$ cat config.mk
export PLATFORM = sky130hd
export DESIGN_NAME = pba_decode
export DESIGN_NICKNAME = d
export VERILOG_FILES = /design/src/hdl/pba_pkg.sv /design/src/hdl/pba_decode.sv
export SDC_FILE = /design/constraint.sdc
export NUM_CORES = 1
export LEC_CHECK = 0
export BUFFER_PORTS_ARGS = -buffer_cell sky130_fd_sc_hd__buf_4
export CAP_MARGIN = 20
export CORE_MARGIN = 3
export CORE_UTILIZATION = 35
export DETAILED_ROUTE_END_ITERATION = 10
export PLACE_DENSITY = 0.58
export SETUP_SLACK_MARGIN = 0.4
export SLEW_MARGIN = 20
export SYNTH_ARGS = -nofsm -noshare
export SYNTH_HDL_FRONTEND = slang
export SYNTH_SLANG_ARGS = --single-unit
$ cat constraint.sdc
create_clock -name vclk -period 18.95
set_input_delay 2.8425 -clock vclk [all_inputs]
set_output_delay 2.8425 -clock vclk [all_outputs]
set_load 0.01 [all_outputs]
$ cat src/hdl/pba_pkg.sv
// ----------------------------------------------------------------------------
// Packed bit-field array package
// Shared widths, codes and the decoded access record.
// ----------------------------------------------------------------------------
package pba_pkg;

    localparam int WORD_BITS = 64;
    localparam int IDX_W     = 16;
    localparam int BPE_W     = 7;
    localparam int CNT_W     = 17;
    localparam int POS_W     = IDX_W + 6;
    localparam int SUM_W     = POS_W + 1;
    localparam int SH_W      = 7;
    localparam int CFG_IDX_W = 1;
    localparam int CFG_DAT_W = CNT_W;

    localparam logic OP_READ  = 1'b0;
    localparam logic OP_WRITE = 1'b1;

    localparam logic [1:0] ST_OK    = 2'd0;
    localparam logic [1:0] ST_RANGE = 2'd1;
    localparam logic [1:0] ST_WIDE  = 2'd2;

    localparam logic [CFG_IDX_W-1:0] CFG_BPE   = 1'b0;
    localparam logic [CFG_IDX_W-1:0] CFG_COUNT = 1'b1;

    typedef struct packed {
        logic                 op;
        logic [1:0]           status;
        logic [IDX_W-1:0]     wi;
        logic [SH_W-1:0]      sh;
        logic                 straddle;
        logic [WORD_BITS-1:0] mask;
        logic [WORD_BITS-1:0] val;
    } t_dec;

endpackage

$ cat src/hdl/pba_decode.sv
// ----------------------------------------------------------------------------
// Packed bit-field array access decode
// Bit position, word index, shift, mask and error checks for one request.
// ----------------------------------------------------------------------------
module pba_decode import pba_pkg::*; #(
    parameter int MEM_WORDS = 1024
) (
    input  logic                 i_op,
    input  logic [IDX_W-1:0]     i_index,
    input  logic [WORD_BITS-1:0] i_value,
    input  logic [BPE_W-1:0]     i_bpe,
    input  logic [CNT_W-1:0]     i_count,
    output t_dec                 o_dec
);

    localparam logic [SUM_W-1:0] TOTAL_BITS = SUM_W'(MEM_WORDS * WORD_BITS);

    logic [BPE_W-1:0]     w;
    logic [POS_W-1:0]     pos;
    logic [SUM_W-1:0]     pos_end;
    logic [5:0]           off;
    logic [WORD_BITS-1:0] mask;
    logic                 range_err;
    logic                 wide_err;

    always_comb begin
        if (i_bpe == '0) begin
            w = BPE_W'(1);
        end else if (i_bpe > BPE_W'(WORD_BITS)) begin
            w = BPE_W'(WORD_BITS);
        end else begin
            w = i_bpe;
        end
        pos       = POS_W'(i_index) * POS_W'(w);
        pos_end   = SUM_W'(pos) + SUM_W'(w);
        off       = pos[5:0];
        mask      = (w == BPE_W'(WORD_BITS)) ? '1 :
                    ((WORD_BITS'(1) << w[5:0]) - WORD_BITS'(1));
        range_err = (CNT_W'(i_index) >= i_count) || (pos_end > TOTAL_BITS);
        wide_err  = (i_op == OP_WRITE) && ((i_value & ~mask) != '0);

        o_dec.op       = i_op;
        o_dec.status   = range_err ? ST_RANGE : (wide_err ? ST_WIDE : ST_OK);
        o_dec.wi       = pos[POS_W-1:6];
        o_dec.sh       = SH_W'(8'd128 - 8'(off) - 8'(w));
        o_dec.straddle = (8'(off) + 8'(w)) > 8'(WORD_BITS);
        o_dec.mask     = mask;
        o_dec.val      = i_value;
    end

endmodule

After elaboration in Yosys (flattened, before gate mapping). Index checks and enable logic that the tools add are counted.

Memories kept: 0. Output and inout port bits: 155. Flip-flop bits (word level): 0. Memory bits (writable): 0. Input port bits: 105. Logic and storage cells: 23. Bits in latches: 0. Memory bits (read-only): 0.

Shift-type cells: 1. Equality and inequality tests: 1. Magnitude comparators: 4. Divide/modulo/power cells: 0. Muxes and demuxes: 5. Add/subtract/negate cells: 5. Multipliers: 1. Bitwise logic cells: 2. Reduce and logical (&&, ||, !) cells: 4.

Operators by type and width (number): 64-bit bitwise AND (1); 64-bit 2-to-1 mux (1); 64-bit NOT (1); 64-bit nonzero test (1); 1-bit by 6-bit left shift with 64-bit output (first input constant) (1); 64-bit by 1-bit subtractor with 64-bit output (second input constant) (1); 22-bit by 7-bit adder with 23-bit output (1); 23-bit by 17-bit > comparator with 1-bit output (second input constant) (1); 16-bit by 7-bit multiplier with 22-bit output (1); 16-bit by 17-bit greater-or-equal comparator with 1-bit output (1); 7-bit 2-to-1 mux (2); 6-bit by 7-bit adder with 8-bit output (1); 8-bit by 7-bit > comparator with 1-bit output (second input constant) (1); 7-bit equality test (second input constant) (1); 7-bit > comparator (second input constant) (1); 7-bit logical NOT (1); 1-bit by 6-bit subtractor with 7-bit output (first input constant) (1); 7-bit subtractor (1); 2-bit 2-to-1 mux (2); 1-bit logical AND (1); 1-bit logical OR (1).

Depth between registers and ports, before layout.
Depth after elaboration: 12. Gate-level depth with buffers: 29. Gate-level depth less buffers: 24.

Worst setup path after synthesis. OpenSTA, ideal clock, no wires.

Path kind: input -> output. Start: in i_bpe[6]. End: out o_dec[152] in the netlist's numbering. Slack: 6.668 ns. Data required time: 16.108 ns. Path buffers: 8. Data arrival time: 9.440 ns. Stages: 28. Path through: buf_6 > buf_4 > buf_4 > buf_4 > buf_2 > buf_1 > clkbuf_1 > nand2_1 > fa_1 > fa_1 > inv_1 > fa_1 > inv_1 > fa_1 > inv_1 > ha_1 > xnor2_1 > ha_1 > or3_1 > a2111oi_0 > nor3_1 > nand3_1 > or3_1 > a2111o_1 > a211oi_1 > a21oi_1 > or3_1 > buf_4.

RTL lines: start, declared (line pba_decode.sv:11) `input logic [BPE_W-1:0] i_bpe,`; end, declared (line pba_decode.sv:13) `output t_dec o_dec`.

==> results.yml <==
drt:
  met1_length_um: 12600
  wirelength_um: 30600
  first_iter_violations: 729
  wl_per_cell_um: 19.0
  viasPerCell: 5.50
  dr_wl_met3_um: 2440
  top_layer_used: "met4"
  met2_length_um: 14800
  drc: 0
  ant_nets: 0
  vias: 8856
  dr.pass1.iters: 5
grt:
  grt_max_degree: 60
  overflow: 0
  antenna_found_initial: 0
  grt_first_pass_wirelength_um: 48100
  first_global_vias: 8707
  grtUsageTotal_pct: 22.7
run:
  cap_violations: 0
place:
  dp_slack_ps: 6450
  dp_hpwl_um: 25000
  dpl.cell_count: 1610
  numPortBuffers: 257
  routabilityCongestion: 0.928
die:
  rows: 55
  die_w_um: 160
  start_util_pct: 36.3
  die_h_um: 160
  die-area_sq_mm: 0.0257
  io_pins: 260
  core-area_sq_mm: 0.0230
finish:
  layout.nets: 1546
  layout-drive-gt1-share_pct: 23.5
  syn_to_final_growth_pct: 18.9
  nClkBuffers: 0
  diodes: 0
  nFlopsAndLatches: 0
  nFillCells: 2470
  final_cells: 1610
  regArea_sq_um: 0
cts:
  cts_resized: 0
  ctsHoldBuffers: 0
  cts_setup_buffers: 0
synthesis:
  syn_area_sq_mm: 0.00833
  netlist_instances: 1163
  synth_top_area_share_pct: 16.8
  synthTopCellsByArea: "fa_1, ha_1, buf_4, nand2_1, and2_1"
  syn_avg_cell_area_sq_um: 7.17
  synth_area_leader_cell: "fa_1"
  ys_warn_count: 0
  ys_seq_area_share_pct: 0
  netlist_top_cells_count: "nand2_1, inv_1, buf_4"
  synth.distinct_cells: 92
  yosysMostFrequentCell: "nand2_1"
  synthesis.nets: 1410
pwr:
  clockPowerShare_pct: 0
  finalPower_mw: 0.563
  leakage_nw: 4.85
  power.density_mw_per_mm2: 56.9
  power_switching_share_pct: 56.5
  p_switching_mw: 0.318
  ir_drop_mv: 0.0332
  power.internal_mw: 0.245
  seqPwrFrac_pct: 0
  p_comb_share_pct: 100.0
hold_path:
  hold_path_startpoint: "i_value[0]"
  hold_depth: 0
  hold_path.class: "in -> out"
  whs_endpoint: "o_dec[0]"
timing:
  setup_viol: 0
  worstMarginPinSlew_ps: 942
  drv_slew: 0
  rsz0062_at_grt: "false"
  max-slew-margin-rel_pct: 37.0
  final.min_clock_period_ps: 12510
  worst_slack_ps: 6440
  final-hold-violation-count: 0
  max_freq_ghz: 0.0799
  fin_crit_sh_pct: 66.0
  fin_setup_tns_ps: 0
critical_path:
  critical_path_arrival_ps: 9670
  critPathKind: "in -> out"
  end_kind: "output port"
  crit_fanout: 52
  critPathLaunchType: "input port"
  worstPathRequired_ps: 16110
outcome:
  status: "finished, final reports clean"
-- kinds of logic (layout without fill, tap and decap cells) --
| family | after synthesis | in the layout | synth area share (%) |
|---|---|---|---|
| muxes | 6 | 6 | 0.721 |
| buffers and inverters | 254 | 388 | 15.6 |
| and+or+nand+nor | 458 | 458 | 29.8 |
| other | 1 | 1 | 0.0450 |
| adders and majority gates | 142 | 142 | 27.6 |
| xor gates and xnor gates | 41 | 41 | 4.31 |
| AOI/OAI and AO/OA | 261 | 261 | 21.9 |
-- worst max path at each step --
stage              from    endpoint  slack [ps]  cells past startpoint
2_1_floorplan  i_bpe[6]  o_dec[152]        6670                     28
3_3_place_gp   i_bpe[6]  o_dec[152]        6550                     21
3_5_place_dp   i_bpe[6]  o_dec[152]        6450                     21
4_1_cts        i_bpe[6]  o_dec[152]        6450                     21
5_1_grt        i_bpe[6]  o_dec[152]        5910                     21
6_report       i_bpe[6]  o_dec[152]        6440                     21
-- area by class of cell --
class              count  area, sq um  area share [%]
inverters            118          443            4.47
multi-input cells    909         7040            71.1
well taps            313          392            3.95
repair buffers       270         2030            20.5
-- worst max-delay path, stage by stage --
cell      delay, ps
buf_4           290
buf_4           560
nor2b_1         130
buf_4           250
and2_1          200
fa_1            550
fa_1            440
fa_1            530
fa_1            500
ha_1            380
a21oi_1         320
nand2_1         190
o211a_1         250
a211oi_1        420
nand3_1         230
or3_1           360
a2111o_1        370
a211oi_1        230
a21oi_1          80
or3_1           370
buf_4           150
-- through the flow --
step                hold slack [ps]  utilization (%)  cell area (sq um)
floorplan                      5750                -               8330
global placement               5690             43.1               9900
detailed placement             5690             43.1               9900
CTS                            5690             43.1               9900
global route                   5690             43.1               9900
finish                         5690             43.1               9900
-- power groups by stage --
stage               registers, mW  clock network, mW  logic (mW)
global route                    0                  0       0.631
detailed placement              0                  0       0.567
finish                          0                  0       0.563
floorplan                       0                  0       0.385
CTS                             0                  0       0.569
global placement                0                  0       0.560
-- metal layers --
metal  global-route usage [%]  vias to the layer above
met5                        0                        -
met4                     4.26                        0
met3                     3.30                       44
met2                     40.2                      406
met1                     29.4                     4186
li1                         -                     4220
-- placed cells by master, fill, tap and decap left out, types with 15 or more instances in the layout --
| master | netlist | final |
|---|---|---|
| nand2_1 | 134 | 134 |
| o211ai_1 | 19 | 19 |
| nor2b_1 | 30 | 30 |
| nand2b_1 | 15 | 15 |
| nand3_1 | 40 | 40 |
| nor2_1 | 57 | 57 |
| inv_1 | 113 | 112 |
| fa_1 | 70 | 70 |
| and2_1 | 70 | 70 |
| a21oi_1 | 56 | 56 |
| buf_4 | 79 | 270 |
| a21o_1 | 21 | 21 |
| ha_1 | 72 | 72 |
| xnor2_1 | 29 | 29 |
| o21ai_0 | 43 | 43 |
| nor3_1 | 19 | 19 |
(Power assumes the default switching activity.)
